<file path="config.mk">
export PLATFORM = sky130hd
export DESIGN_NAME = argument_tokenizer_top
export DESIGN_NICKNAME = d
export VERILOG_FILES = /design/src/rtl/argtok_pkg.sv /design/src/rtl/argtok_front.sv /design/src/rtl/argtok_fifo.sv /design/src/rtl/argtok_back.sv /design/src/rtl/argument_tokenizer_top.sv
export SDC_FILE = /design/constraint.sdc
export NUM_CORES = 1
export LEC_CHECK = 0
export ABC_AREA = 1
export BUFFER_PORTS_ARGS = -buffer_cell sky130_fd_sc_hd__buf_2
export CORE_MARGIN = 4
export CORE_UTILIZATION = 50
export DETAILED_ROUTE_END_ITERATION = 6
export PLACE_DENSITY = 0.73
export RECOVER_POWER = 100
export SLEW_MARGIN = 20
export SYNTH_ARGS = -nofsm -noshare
export SYNTH_HDL_FRONTEND = slang
export SYNTH_HIERARCHICAL = 1
export SYNTH_SLANG_ARGS = --single-unit
</file>
<file path="constraint.sdc">
create_clock -name clock -period 6.39 [get_ports clock]
set_input_delay 0.9585 -clock clock [delete_from_list [all_inputs] [get_ports clock]]
set_output_delay 0.9585 -clock clock [all_outputs]
set_load 0.03 [all_outputs]
</file>
<file path="src/rtl/argtok_pkg.sv">
// Shared types and constants of the argument tokenizer.
`default_nettype none
package argtok_pkg;

   localparam int CHAR_W      = 8;
   localparam int MAXTOK_W    = 7;
   localparam int OFFSET_W    = 12;
   localparam int COUNT_W     = 7;
   localparam int CSR_INDEX_W = 2;
   localparam int FIFO_DEPTH  = 2;
   localparam int FIFO_PTR_W  = $clog2(FIFO_DEPTH);
   localparam int FIFO_CNT_W  = $clog2(FIFO_DEPTH + 1);

   localparam logic [CHAR_W-1:0] CHAR_TAB     = 8'd9;
   localparam logic [CHAR_W-1:0] CHAR_NL      = 8'd10;
   localparam logic [CHAR_W-1:0] CHAR_CR      = 8'd13;
   localparam logic [CHAR_W-1:0] CHAR_SPACE   = 8'd32;
   localparam logic [CHAR_W-1:0] CHAR_DQUOTE  = 8'd34;
   localparam logic [CHAR_W-1:0] CHAR_SQUOTE  = 8'd39;

   localparam logic [CSR_INDEX_W-1:0] CSR_MAX_TOKENS = 2'd0;
   localparam logic [CSR_INDEX_W-1:0] CSR_COMMENT    = 2'd1;
   localparam logic [CSR_INDEX_W-1:0] CSR_DELIMITER  = 2'd2;

   localparam logic [MAXTOK_W-1:0] MAX_TOKENS_RESET = 7'd64;

   typedef enum logic [1:0] {
      MODE_SKIP   = 2'd0,
      MODE_WORD   = 2'd1,
      MODE_QUOTED = 2'd2,
      MODE_DONE   = 2'd3
   } mode_type;

   typedef struct packed {
      logic restart;
      logic is_zero;
      logic is_gap;
      logic is_stop;
      logic is_space;
      logic is_sep;
      logic is_squote;
      logic is_dquote;
   } char_class_type;

   typedef struct packed {
      logic                token_starts;
      logic [OFFSET_W-1:0] start_offset;
      logic                terminator_here;
      logic                parse_done;
      logic [COUNT_W-1:0]  token_count;
   } result_type;

endpackage
`default_nettype wire

</file>
<file path="src/rtl/argtok_front.sv">
// Front stage: accepts characters and registers their classification.
`default_nettype none
module argtok_front (
   input  wire logic                              clock,
   input  wire logic                              reset,
   input  wire logic                              req_tvalid,
   output logic                                   req_tready,
   input  wire logic [argtok_pkg::CHAR_W-1:0]     req_char,
   input  wire logic                              req_restart,
   input  wire logic [argtok_pkg::CHAR_W-1:0]     comment_char,
   input  wire logic [argtok_pkg::CHAR_W-1:0]     delimiter_char,
   output logic                                   push_valid,
   input  wire logic                              push_ready,
   output argtok_pkg::char_class_type             push_class
);

   logic                       valid_ff, valid_in;
   argtok_pkg::char_class_type class_ff, class_in;
   logic                       is_comment, is_delim, is_space;

   always_comb begin
      is_comment = (req_char != '0) && (req_char == comment_char);
      is_delim   = (req_char != '0) && (req_char == delimiter_char);
      is_space   = (req_char == argtok_pkg::CHAR_SPACE) ||
                   ((req_char >= argtok_pkg::CHAR_TAB) && (req_char <= argtok_pkg::CHAR_CR));
      class_in.restart   = req_restart;
      class_in.is_zero   = (req_char == '0);
      class_in.is_gap    = (req_char == argtok_pkg::CHAR_SPACE) ||
                           (req_char == argtok_pkg::CHAR_TAB) || is_delim;
      class_in.is_stop   = is_comment || (req_char == argtok_pkg::CHAR_NL);
      class_in.is_space  = is_space;
      class_in.is_sep    = is_space || is_delim;
      class_in.is_squote = (req_char == argtok_pkg::CHAR_SQUOTE);
      class_in.is_dquote = (req_char == argtok_pkg::CHAR_DQUOTE);
   end

   assign req_tready = !valid_ff || push_ready;
   assign push_valid = valid_ff;
   assign push_class = class_ff;

   always_comb begin
      if (req_tvalid && req_tready) begin
         valid_in = 1'b1;
      end else if (push_ready) begin
         valid_in = 1'b0;
      end else begin
         valid_in = valid_ff;
      end
   end

   always_ff @(posedge clock) begin
      if (reset) begin
         valid_ff <= 1'b0;
      end else begin
         valid_ff <= valid_in;
      end
   end

   always_ff @(posedge clock) begin
      if (req_tvalid && req_tready) begin
         class_ff <= class_in;
      end
   end

endmodule
`default_nettype wire

</file>
<file path="src/rtl/argtok_fifo.sv">
// Short queue of classified characters between front and back.
`default_nettype none
module argtok_fifo (
   input  wire logic                  clock,
   input  wire logic                  reset,
   input  wire logic                  push_valid,
   output logic                       push_ready,
   input  wire argtok_pkg::char_class_type push_class,
   output logic                       pop_valid,
   input  wire logic                  pop_ready,
   output argtok_pkg::char_class_type pop_class
);

   argtok_pkg::char_class_type            entry_ff [argtok_pkg::FIFO_DEPTH];
   logic [argtok_pkg::FIFO_PTR_W-1:0]     wr_ptr_ff, wr_ptr_in;
   logic [argtok_pkg::FIFO_PTR_W-1:0]     rd_ptr_ff, rd_ptr_in;
   logic [argtok_pkg::FIFO_CNT_W-1:0]     count_ff, count_in;
   logic                                  do_push, do_pop;

   assign push_ready = (count_ff != argtok_pkg::FIFO_CNT_W'(argtok_pkg::FIFO_DEPTH));
   assign pop_valid  = (count_ff != '0);
   assign pop_class  = entry_ff[rd_ptr_ff];
   assign do_push    = push_valid && push_ready;
   assign do_pop     = pop_valid && pop_ready;

   always_comb begin
      wr_ptr_in = wr_ptr_ff;
      rd_ptr_in = rd_ptr_ff;
      count_in  = count_ff;
      if (do_push) begin
         wr_ptr_in = (wr_ptr_ff == argtok_pkg::FIFO_PTR_W'(argtok_pkg::FIFO_DEPTH - 1)) ?
                     '0 : wr_ptr_ff + 1'b1;
      end
      if (do_pop) begin
         rd_ptr_in = (rd_ptr_ff == argtok_pkg::FIFO_PTR_W'(argtok_pkg::FIFO_DEPTH - 1)) ?
                     '0 : rd_ptr_ff + 1'b1;
      end
      if (do_push && !do_pop) begin
         count_in = count_ff + 1'b1;
      end else if (do_pop && !do_push) begin
         count_in = count_ff - 1'b1;
      end
   end

   always_ff @(posedge clock) begin
      if (reset) begin
         wr_ptr_ff <= '0;
         rd_ptr_ff <= '0;
         count_ff  <= '0;
      end else begin
         wr_ptr_ff <= wr_ptr_in;
         rd_ptr_ff <= rd_ptr_in;
         count_ff  <= count_in;
      end
   end

   always_ff @(posedge clock) begin
      if (do_push) begin
         entry_ff[wr_ptr_ff] <= push_class;
      end
   end

endmodule
`default_nettype wire

</file>
<file path="src/rtl/argtok_back.sv">
// Back stage: parse state machine and registered result.
`default_nettype none
module argtok_back #(
   parameter int MAX_TOKENS   = 64,
   parameter int BUFFER_BYTES = 4096
) (
   input  wire logic                                 clock,
   input  wire logic                                 reset,
   input  wire logic                                 pop_valid,
   output logic                                      pop_ready,
   input  wire argtok_pkg::char_class_type           pop_class,
   input  wire logic [argtok_pkg::MAXTOK_W-1:0]      max_tokens,
   output logic                                      rsp_valid,
   input  wire logic                                 rsp_ready,
   output argtok_pkg::result_type                    rsp_result
);

   localparam int CW = $clog2(MAX_TOKENS + 1);
   localparam int OW = $clog2(BUFFER_BYTES);
   localparam int LW = (CW > argtok_pkg::MAXTOK_W) ? CW : argtok_pkg::MAXTOK_W;
   localparam logic [LW-1:0] TokCap  = LW'(MAX_TOKENS);
   localparam logic [OW-1:0] LastOff = OW'(BUFFER_BYTES - 1);

   argtok_pkg::mode_type   mode_ff, mode_in, cur_mode;
   logic                   qdbl_ff, qdbl_in, cur_qdbl;
   logic [CW-1:0]          cnt_ff, cnt_in, cur_cnt, cnt_inc;
   logic [OW-1:0]          off_ff, off_in, cur_off, off_next;
   logic [LW-1:0]          lim, max_w;
   logic                   at_limit, inc_at_limit;
   logic                   starts, term, do_pop;
   logic [OW-1:0]          start_off;
   logic [31:0]            start_wide, cnt_wide;
   logic                   rsp_valid_ff, rsp_valid_in;
   argtok_pkg::result_type result_ff, result_in;

   assign max_w        = LW'(max_tokens);
   assign lim          = (max_w > TokCap) ? TokCap : max_w;
   assign cur_mode     = pop_class.restart ? argtok_pkg::MODE_SKIP : mode_ff;
   assign cur_qdbl     = pop_class.restart ? 1'b0 : qdbl_ff;
   assign cur_cnt      = pop_class.restart ? '0 : cnt_ff;
   assign cur_off      = pop_class.restart ? '0 : off_ff;
   assign cnt_inc      = cur_cnt + 1'b1;
   assign at_limit     = (LW'(cur_cnt) >= lim);
   assign inc_at_limit = (LW'(cnt_inc) >= lim);
   assign off_next     = (cur_off == LastOff) ? '0 : cur_off + 1'b1;

   assign pop_ready = !rsp_valid_ff || rsp_ready;
   assign do_pop    = pop_valid && pop_ready;

   always_comb begin
      mode_in   = cur_mode;
      qdbl_in   = cur_qdbl;
      cnt_in    = cur_cnt;
      off_in    = off_next;
      starts    = 1'b0;
      term      = 1'b0;
      start_off = '0;
      unique case (cur_mode)
         argtok_pkg::MODE_SKIP: begin
            priority if (at_limit) begin
               mode_in = argtok_pkg::MODE_DONE;
            end else if (pop_class.is_gap) begin
               mode_in = argtok_pkg::MODE_SKIP;
            end else if (pop_class.is_zero || pop_class.is_stop) begin
               mode_in = argtok_pkg::MODE_DONE;
            end else if (pop_class.is_squote || pop_class.is_dquote) begin
               qdbl_in   = pop_class.is_dquote;
               cnt_in    = cnt_inc;
               starts    = 1'b1;
               start_off = off_next;
               mode_in   = argtok_pkg::MODE_QUOTED;
            end else begin
               cnt_in    = cnt_inc;
               starts    = 1'b1;
               start_off = cur_off;
               if (pop_class.is_space) begin
                  term    = 1'b1;
                  mode_in = inc_at_limit ? argtok_pkg::MODE_DONE : argtok_pkg::MODE_SKIP;
               end else begin
                  mode_in = argtok_pkg::MODE_WORD;
               end
            end
         end
         argtok_pkg::MODE_WORD: begin
            priority if (pop_class.is_zero) begin
               mode_in = argtok_pkg::MODE_DONE;
            end else if (pop_class.is_stop) begin
               term    = 1'b1;
               mode_in = argtok_pkg::MODE_DONE;
            end else if (pop_class.is_sep) begin
               term    = 1'b1;
               mode_in = at_limit ? argtok_pkg::MODE_DONE : argtok_pkg::MODE_SKIP;
            end else begin
               mode_in = argtok_pkg::MODE_WORD;
            end
         end
         argtok_pkg::MODE_QUOTED: begin
            priority if (pop_class.is_zero) begin
               mode_in = argtok_pkg::MODE_DONE;
            end else if ((cur_qdbl && pop_class.is_dquote) ||
                         (!cur_qdbl && pop_class.is_squote)) begin
               term    = 1'b1;
               mode_in = at_limit ? argtok_pkg::MODE_DONE : argtok_pkg::MODE_SKIP;
            end else begin
               mode_in = argtok_pkg::MODE_QUOTED;
            end
         end
         argtok_pkg::MODE_DONE: begin
            mode_in = argtok_pkg::MODE_DONE;
         end
         default: begin
            mode_in = argtok_pkg::MODE_DONE;
         end
      endcase

      start_wide                = 32'(start_off);
      cnt_wide                  = 32'(cnt_in);
      result_in.token_starts    = starts;
      result_in.start_offset    = start_wide[argtok_pkg::OFFSET_W-1:0];
      result_in.terminator_here = term;
      result_in.parse_done      = (mode_in == argtok_pkg::MODE_DONE);
      result_in.token_count     = cnt_wide[argtok_pkg::COUNT_W-1:0];

      if (do_pop) begin
         rsp_valid_in = 1'b1;
      end else if (rsp_ready) begin
         rsp_valid_in = 1'b0;
      end else begin
         rsp_valid_in = rsp_valid_ff;
      end
   end

   always_ff @(posedge clock) begin
      if (reset) begin
         mode_ff      <= argtok_pkg::MODE_SKIP;
         qdbl_ff      <= 1'b0;
         cnt_ff       <= '0;
         off_ff       <= '0;
         rsp_valid_ff <= 1'b0;
      end else begin
         rsp_valid_ff <= rsp_valid_in;
         if (do_pop) begin
            mode_ff <= mode_in;
            qdbl_ff <= qdbl_in;
            cnt_ff  <= cnt_in;
            off_ff  <= off_in;
         end
      end
   end

   always_ff @(posedge clock) begin
      if (do_pop) begin
         result_ff <= result_in;
      end
   end

   assign rsp_valid  = rsp_valid_ff;
   assign rsp_result = result_ff;

`ifndef NO_ASSERTIONS
   a_count_bound: assert property (@(posedge clock) disable iff (reset)
      LW'(cnt_ff) <= TokCap)
      else $error("token count above its cap");
   a_done_sticky: assert property (@(posedge clock) disable iff (reset)
      (do_pop && !pop_class.restart && (mode_ff == argtok_pkg::MODE_DONE))
      |=> (mode_ff == argtok_pkg::MODE_DONE))
      else $error("parse left done without restart");
   a_start_counts: assert property (@(posedge clock) disable iff (reset)
      (rsp_valid_ff && result_ff.token_starts) |-> (result_ff.token_count != '0))
      else $error("token start reported with zero count");
   a_start_grows: assert property (@(posedge clock) disable iff (reset)
      (do_pop && starts) |=> (cnt_ff != '0))
      else $error("token start did not advance the count");
`endif

endmodule
`default_nettype wire

</file>
<file path="src/rtl/argument_tokenizer_top.sv">
// Top level of the argument tokenizer: configuration registers and stage wiring.
`default_nettype none
// Splits a line buffer, streamed one byte per transaction, into whitespace,
// delimiter or quote bounded tokens and returns one result per byte. The block
// takes one byte every cycle while no stall holds its input; a byte's result is
// registered in turn by the front classification register, the two-entry
// queue and the back result register, and the parse-state update in the back
// stage, made once for each byte, sets that rate.
// Stalls on the result side fill the queue before the input side is held.
// Configuration writes are taken every cycle; that they apply only to bytes
// accepted after the block has drained is for the user to keep; the block does not enforce it.
module argument_tokenizer_top #(
   parameter int MAX_TOKENS   = 64,
   parameter int BUFFER_BYTES = 4096
) (
   input  wire logic        clock,
   input  wire logic        reset,
   input  wire logic        req_tvalid,
   output logic             req_tready,
   input  wire logic [7:0]  req_tdata,   // [7:0] character
   input  wire logic [0:0]  req_tuser,   // [0] restart
   output logic             rsp_tvalid,
   input  wire logic        rsp_tready,
   output logic [23:0]      rsp_tdata,   // [0] token_starts, [12:1] start_offset,
                                         // [13] terminator_here, [14] parse_done,
                                         // [21:15] token_count, [23:22] zero
   input  wire logic        csr_valid,
   output logic             csr_ready,
   input  wire logic [1:0]  csr_index,
   input  wire logic [7:0]  csr_data
);

   logic [argtok_pkg::MAXTOK_W-1:0] max_tokens_ff;
   logic [argtok_pkg::CHAR_W-1:0]   comment_ff, delimiter_ff;
   logic                            push_valid, push_ready, pop_valid, pop_ready;
   argtok_pkg::char_class_type      push_class, pop_class;
   argtok_pkg::result_type          result;

   assign csr_ready = 1'b1;

   always_ff @(posedge clock) begin
      if (reset) begin
         max_tokens_ff <= argtok_pkg::MAX_TOKENS_RESET;
         comment_ff    <= '0;
         delimiter_ff  <= '0;
      end else if (csr_valid && csr_ready) begin
         unique case (csr_index)
            argtok_pkg::CSR_MAX_TOKENS: max_tokens_ff <= csr_data[argtok_pkg::MAXTOK_W-1:0];
            argtok_pkg::CSR_COMMENT:    comment_ff    <= csr_data;
            argtok_pkg::CSR_DELIMITER:  delimiter_ff  <= csr_data;
            default: begin
            end
         endcase
      end
   end

   argtok_front u_front (
      .clock          (clock),
      .reset          (reset),
      .req_tvalid     (req_tvalid),
      .req_tready     (req_tready),
      .req_char       (req_tdata),
      .req_restart    (req_tuser[0]),
      .comment_char   (comment_ff),
      .delimiter_char (delimiter_ff),
      .push_valid     (push_valid),
      .push_ready     (push_ready),
      .push_class     (push_class)
   );

   argtok_fifo u_fifo (
      .clock      (clock),
      .reset      (reset),
      .push_valid (push_valid),
      .push_ready (push_ready),
      .push_class (push_class),
      .pop_valid  (pop_valid),
      .pop_ready  (pop_ready),
      .pop_class  (pop_class)
   );

   argtok_back #(
      .MAX_TOKENS   (MAX_TOKENS),
      .BUFFER_BYTES (BUFFER_BYTES)
   ) u_back (
      .clock      (clock),
      .reset      (reset),
      .pop_valid  (pop_valid),
      .pop_ready  (pop_ready),
      .pop_class  (pop_class),
      .max_tokens (max_tokens_ff),
      .rsp_valid  (rsp_tvalid),
      .rsp_ready  (rsp_tready),
      .rsp_result (result)
   );

   assign rsp_tdata = {2'b00, result.token_count, result.parse_done,
                       result.terminator_here, result.start_offset, result.token_starts};

endmodule
`default_nettype wire

</file>
==> results of run 1 <==
path summary, 6_finish.rpt:
path	from	end	slack, ns	cells after the start
min reg2reg	u_front/push_class[3]	u_fifo/entry_ff[0][3]	0.45	0
max	flop	u_back/rsp_result[3]	1.99	13
min	u_front/push_class[3]	u_fifo/entry_ff[0][3]	0.45	0
max reg2reg	flop	u_back/rsp_result[3]	1.99	13
layout make-up:
type | count | area share
clock buffers | 9 | 0.0218
flip-flops and latches | 98 | 0.426
clock inverters | 7 | 0.0117
repair buffers | 48 | 0.0363
well taps | 136 | 0.0299
multi-input cells | 457 | 0.405
inverters | 104 | 0.0691
per-stage QoR:
step	instance area, µm²	util	total power, mW	setup WS [ns]	hold WS, ns
detailed placement	5590	0.539	1.91	3.09	0.435
CTS	5780	0.557	2.31	3.05	0.457
global placement	5590	0.539	1.88	3.17	0.426
floorplan	5350	-	1.70	3.21	0.421
global route	5690	0.549	2.43	1.53	0.462
finish	5690	0.549	2.25	1.99	0.449
critical path, cell delays in order, from the launching register on:
cell and delay, ns:
sky130_fd_sc_hd__dfxtp_1 0.53, sky130_fd_sc_hd__mux2_1 0.71, sky130_fd_sc_hd__inv_1 0.34, sky130_fd_sc_hd__nand2_1 0.20, sky130_fd_sc_hd__inv_1 0.08, sky130_fd_sc_hd__ha_1 0.30
sky130_fd_sc_hd__a21oi_1 0.06, sky130_fd_sc_hd__nand3b_1 0.14, sky130_fd_sc_hd__nand2_1 0.07, sky130_fd_sc_hd__nor2_1 0.10, sky130_fd_sc_hd__nand3_1 0.41, sky130_fd_sc_hd__clkinvlp_2 0.66
sky130_fd_sc_hd__o21ai_0 0.45, sky130_fd_sc_hd__inv_1 0.07
registers in the layout, summed over array words and instances (netlist names), named ones only:
register / cells
u_fifo/wr_ptr_ff: 1
u_back/off_ff: 12
u_back/mode_ff: 2
u_back/qdbl_ff: 1
max_tokens_ff: 7
u_fifo/rd_ptr_ff: 1
delimiter_ff: 8
u_back/cnt_ff: 7
u_back/rsp_result: 22
u_fifo/count_ff: 2
comment_ff: 8
u_front/push_class: 8
u_front/push_valid: 1
u_back/rsp_valid: 1
u_fifo/entry_ff: 16
logic make-up (layout without fill, tap and decap cells):
logic type / count (synthesis) / in the layout
other: 2 / 3
xor gates and xnor gates: 17 / 17
DFF: 98 / 98
adders and majority gates: 15 / 15
buffers and inverters: 128 / 168
AOI/OAI and AO/OA: 100 / 100
and+or+nand+nor: 314 / 314
muxes: 8 / 8
cells in the mapped netlist, drive strengths merged, types with 4 or more instances:
cell type / n
xor2: 4
nand3: 38
a21oi: 50
buf: 15
nor2: 101
mux2: 8
dfxtp: 52
nand4: 7
edfxtp: 46
nand2: 156
inv: 103
xnor2: 13
ha: 15
clkbuf: 9
nor3: 4
o21ai: 41
per-layer routing:
| metal | routed length (µm) | part of all wire | up-vias | global-route usage |
|---|---|---|---|---|
| li1 | - | - | 2246 | - |
| met1 | 4720 | 0.44 | 1936 | 0.219 |
| met4 | 125 | 0.012 | 0 | 0.0649 |
| met5 | 0 | 0 | - | 0 |
| met2 | 5310 | 0.50 | 87 | 0.305 |
| met3 | 477 | 0.045 | 10 | 0.0353 |
power breakdown:
| part | switching [mW] | internal, mW | total, mW |
|---|---|---|---|
| Combinational | 0.648 | 0.250 | 0.898 |
| Clock | 0.214 | 0.181 | 0.394 |
| Sequential | 0.0877 | 0.870 | 0.957 |
| Total | 0.949 | 1.30 | 2.25 |
==> results.txt, run 1 <==
- Run status: finished with violations
- Violated checks: capacitance limit, slew limit
- Fraction of the cycle the final worst path needs: 0.689
- Leading cell types in the layout, fill and taps excluded: 152 x sky130_fd_sc_hd__nand2_1, 97 x sky130_fd_sc_hd__inv_1, 94 x sky130_fd_sc_hd__nor2_1
- Area growth from synthesis to layout: 6.49%
- After detailed routing, the number of remaining DRC violations is 0.
* Initial Util: 0.515
* Largest net degree at the start of global routing: 54
- Dominant register cell in the synthesized netlist: sky130_fd_sc_hd__dfxtp_1
* Ports: about 50
- The first detailed-routing pass ran for 5 iterations.
* Number of placement rows: 37
- Synth Area in XOR/XNOR: 0.0293
* CTS clk-pin slew, worst paths: about 0.09 ns
- The synthesized netlist occupies a cell area of 5340 µm².
- First DRT Iteration DRCs: 219
- The worst setup path is launched from a flop.
* Sequential area share after synthesis: 0.454
- Flip-flop and latch count after synthesis: between 90 and 100
* Horiz. Die Dim: 111 µm
- Tightest Hold Check Type: reg2reg
* Number of flops mapped to enable cells by yosys: 46
* Fraction of synthesized area in multiplexers: 0.0169
* Placed wire-length estimate after detailed placement: 7760 µm
* Die Area: 12400 µm²
- Excluding fillers, the count of instances in the completed layout stands at 859.
- The number of global-route vias before repair was 3995.
- Counting the buffers created by CTS gives 9.
* RSZ-0062 raised after global routing: false
* Complex-gate fraction of the synthesized area: 0.0996
- Number of buffers inserted by port buffering: 47
- Registers take 2420 µm².
- Antenna Diode Count: 0
- STA puts the critical path data required time at 6.50 ns.
* Number of max-cap violations: 1
- The number of setup buffers added after CTS is 0.
- During synthesis, Yosys emitted a total of 6 warnings.
* Static leakage: roughly 2.5 nW
- Total congestion overflow: 0
- The library cell used most frequently in the layout, excluding fill and tap cells, is sky130_fd_sc_hd__nand2_1.
- Sorting the synthesized cells by area gives the leading types as sky130_fd_sc_hd__edfxtp_1 26%, sky130_fd_sc_hd__dfxtp_1 19%, sky130_fd_sc_hd__nand2_1 11%, sky130_fd_sc_hd__inv_1 6.7%, sky130_fd_sc_hd__nor2_1 6.5%.
* Highest achievable clock rate: approximately 230 MHz
- Vertical die dimension: between 100 and 150 µm
- Main combinational cell family by area after synthesis: simple AND/OR/NAND/NOR gates
- Dividing the detail-routed wire length by the instance count gives between 10 and 15 µm.
- Of the post-synthesis cell area, the dominant cell type holds 0.259.
- Maximum count of clock buffers along a single path: 2
- Clock sink total: 98
* Global-route total usage across every layer: 0.176
* Wire length of the first global-routing pass: 18100 µm
* Worst slew pin tran: roughly 2.2 ns
* Worst Path Class, Setup: reg2reg
- Count of placed standard cells including taps: 843
* Largest driver fanout on the critical path: 23
* Worst EP arrival: ~4.5 ns
* H-tree Lvls: 3
* CP Capture Type: flop
- In this run, distinct cell masters in the synthesized netlist total 47.
- The detailed router placed 4279 vias in this run.
- The clock period could shrink to 4.40 ns.
- The number of antenna violations at the first check in global routing was 0.
* Fraction of the mapped netlist area in adder cells: 0.0351
- Measured against its own limit, the worst slew margin works out to -0.482.
* Cell taking the most area after synthesis: sky130_fd_sc_hd__edfxtp_1
- Each instance of the synthesized netlist takes up on average 7.83 µm².
- Fraction of registers with async set or reset after synthesis: 0
* Vias per cell: 4.98
- Synthesis produced around 700 cells.
* DRT Wirelength: 10600 µm
- At the later pin of the worst-skew pair, clock insertion delay measures 0.36 ns.
- Total power per unit cell area: ~400 nW/µm²
- For the final database, setup skew stands at ~0.0095 ns.
- Adding up every negative setup slack in the final design gives 0 ns.
- The final number of hold-violating endpoints came to 0.
* Area occupied by multi-input gates: 2310 µm²
* Simple-gate portion of the synthesized area: 0.259
- Final number of setup-violating endpoints: 0
- The count of nets left with antenna violations once routing finished came out at 0.
* Core ar.: just over 10000 µm²
- Share of cells above drive strength 1: 0.0954
- The number of max-slew violations in the final report was 54.
- For this design, the CTS-stage hold fixing added 0 buffers.
- Clock tree from TritonCTS: built
- Final net count: 757
* Post-cts gate resize count: 0
- IR drop worst, VDD: 186 µV
- Root buffer selected by CTS: sky130_fd_sc_hd__clkbuf_8
- The congestion estimate from routability-driven global placement came to between 0.8 and 0.9.
* Number of fillers in the final layout: 1033
Power figures use the tool's default switching activity.
==> run 2, diff against run 1 <==
- PLACE_DENSITY: 0.73 -> 0.76
- clock period: 6.39 -> 3.9 ns (I/O delays scaled with it)
==> results.txt, run 2 (synthesized netlist as in run 1, its figures left out) <==
* Run status: completed
- Global-route total usage across every layer: 0.183
- Horiz. Die Dim: 111 µm
- The placed instances occupy a cell area of 5590 µm².
- Number of flip-flops under the largest register name: 22
* Final Core Density: 0.550
- For the worst setup path, the data arrival time is 3.55 ns.
- The number of max-slew violations in the final report was 0.
- Per-cell routed wire length: 12.9 µm
- Antenna violation net count after detailed routing: 0
- Worst slew pin tran: 1.07 ns
- STA classifies the critical path startpoint as a flop.
- Fin. Hold Viols: 0
- Endpoint of the worst register-to-register path: u_back/rsp_result[3]
- Number of remaining DRC errors: 0
* Max transition margin: 0.285
- The initial utilization of the core area, before any placement, comes to 0.515.
* Register-to-Register Setup Slack: approximately 0.48 ns
* CTS clk-pin slew, worst paths: about 0.09 ns
* Post-cts gate resize count: 0
- Via count of the routed design: 4364
- OpenSTA, run right after detailed placement, puts the worst setup slack at 0.564 ns.
- The setup path with the least slack is of type reg2reg.
* Most common cell after layout, fill and taps aside: sky130_fd_sc_hd__nand2_1
* Hold Path Origin: req_tuser
- The net count of the finished layout is approximately 760.
- Critical Path, Cell by Cell: mux2_2 -> inv_1 -> nand2_1 -> inv_1 -> ha_1 -> a21oi_1 -> nand3b_1 -> nand2_1 -> nor2_4 -> nand3_4 -> or2_2 -> o21ai_0 -> inv_1
- Placed wire-length estimate after detailed placement: 7940 µm
* Worst path most repeated cell: sky130_fd_sc_hd__inv_1
- For this design the total switching power over the nets is approximately 1.6 mW.
- Number of max-cap violations: 0
- H-tree Lvls: 3
- Total congestion overflow: 0
- Clock sink total: 98
- Root buffer selected by CTS: sky130_fd_sc_hd__clkbuf_8
- Setup violations remaining at the end of the flow were counted as 0.
- Critical Path Slowest Stage Cell: sky130_fd_sc_hd__mux2_2
- Once layout is done, the placed cells without fillers occupy 5700 µm².
- Switching power as a share of total power: 0.426
* Largest net degree at the start of global routing: between 50 and 60
* Required arrival time at the worst endpoint: between 4 and 5 ns
- IR drop worst, VDD: around 280 µV
- Power spread over the standard cell area amounts to 653 nW/µm².
* Ports: 51
* Register-to-Register Path Depth: 13
* Number of iterations in the first detailed-routing pass: 6
- After routing, the total negative slack on setup checks comes to 0 ns.
- Die Area: around 12000 µm²
- In this run the static leakage power is 2.53 nW.
- At the later pin of the worst-skew pair, clock insertion delay measures 0.37 ns.
* Min setup slack post-route: around 0.48 ns
* Core ar.: roughly 10000 µm²
- Sequential Power Share: 0.421
- The number of setup buffers added after CTS is 0.
- The number of global-route vias before repair is 4165.
* DRT Wirelength: 11100 µm
- STA classifies the critical path endpoint as a flop.
- Setup repair after global routing left no endpoint under its margin.
- Hold Path Cell Cnt: 1
- Input and output buffers added on the ports amount to 47.
* Fraction of power consumed by combinational cells: 0.405
- Clock tree from TritonCTS: built
* Worst-case clock skew: 0.00882 ns
* Tmin final: 3.42 ns
- Worst hold path endpoint: u_front/push_class[7]
- Number of fillers in the final layout: 1005
- Clk network pwr share: 0.174
- Tightest Hold Check Type: in2reg
- Maximum count of clock buffers along a single path: 2
* First DRT Iteration DRCs: 249
- In this run the worst path has a maximum fanout of 23.
- Share of cells above drive strength 1: 0.0968
- Number of placement rows: 37
- Derived from the worst setup path, the maximum achievable clock frequency is 292 MHz.
* Number of hold-repair buffers added at the cts stage: 0
- The library cells used most frequently in the layout, excluding fill and tap cells, are 152 x sky130_fd_sc_hd__nand2_1, 97 x sky130_fd_sc_hd__inv_1, 94 x sky130_fd_sc_hd__nor2_1.
- In this run the vertical extent of the chip is 111 µm.
- Cell internal power was estimated by the tool at 2.14 mW.
- Total clock buffers created by CTS: 9
* Vias per cell: around 5
- Antenna Diode Count: 0
- Initial antenna violation count: 0
* Fraction of the cycle the final worst path needs: 0.878
- Maximum single-stage delay on the critical path: 0.57 ns
- Routability-driven placement finished with a final weighted congestion of about 0.9.
- Wire length of the first global-routing pass: 18900 µm
- Area growth from synthesis to layout: 6.75%
[run 2: cell types whose count changed in the layout (fill, tap and decap cells not counted), sizes merged]
cell / delta
clkinv: -1
clkbuf: +2
clkinvlp: -1
[run 2: layout make-up]
type                    instances  area (µm²)  area share
clock buffers                  11         131      0.0230
clock inverters                 5        53.8     0.00944
inverters                     104         394      0.0691
multi-input cells             457        2320       0.407
flip-flops and latches         98        2420       0.425
well taps                     136         170      0.0298
repair buffers                 48         208      0.0364
[run 2: how the worst max path moves through the flow]
stage,endpoint
3_3_place_gp,u_back/rsp_result[7]
6_report,u_back/rsp_result[3]
3_5_place_dp,u_back/rsp_result[7]
4_1_cts,u_back/rsp_result[7]
2_1_floorplan,u_back/rsp_result[7]
5_1_grt,u_back/rsp_result[14]
[run 2: power by group through the flow]
stage	clock network (mW)	registers, mW	logic (mW)
5_1_grt	0.707	1.61	1.69
3_3_place_gp	0	1.57	1.50
4_1_cts	0.663	1.56	1.56
6_report	0.648	1.57	1.51
3_5_place_dp	0	1.58	1.55
2_1_floorplan	0	1.80	0.986
[run 2: through the flow]
step | total power, mW | std cells | hold slack (ns)
3_3_place_gp | 3.07 | 843 | 0.423
2_1_floorplan | 2.78 | 683 | 0.421
3_5_place_dp | 3.14 | 843 | 0.431
6_report | 3.72 | 859 | 0.388
5_1_grt | 4.01 | 859 | 0.364
4_1_cts | 3.79 | 859 | 0.369
[run 2: critical path: cells and delay by family (launching register included)]
kind / cells / cell delay [ns]
simple gates: 6 / 1.09
mux: 1 / 0.57
flops: 1 / 0.53
buf+inv: 3 / 0.45
compound gates: 2 / 0.26
fa+ha+maj: 1 / 0.24
[run 2: metal layers]
metal	global-route usage	wire (µm)
met1	0.222	4850
met2	0.316	5520
met3	0.0462	534
met4	0.0624	146
met5	0	0
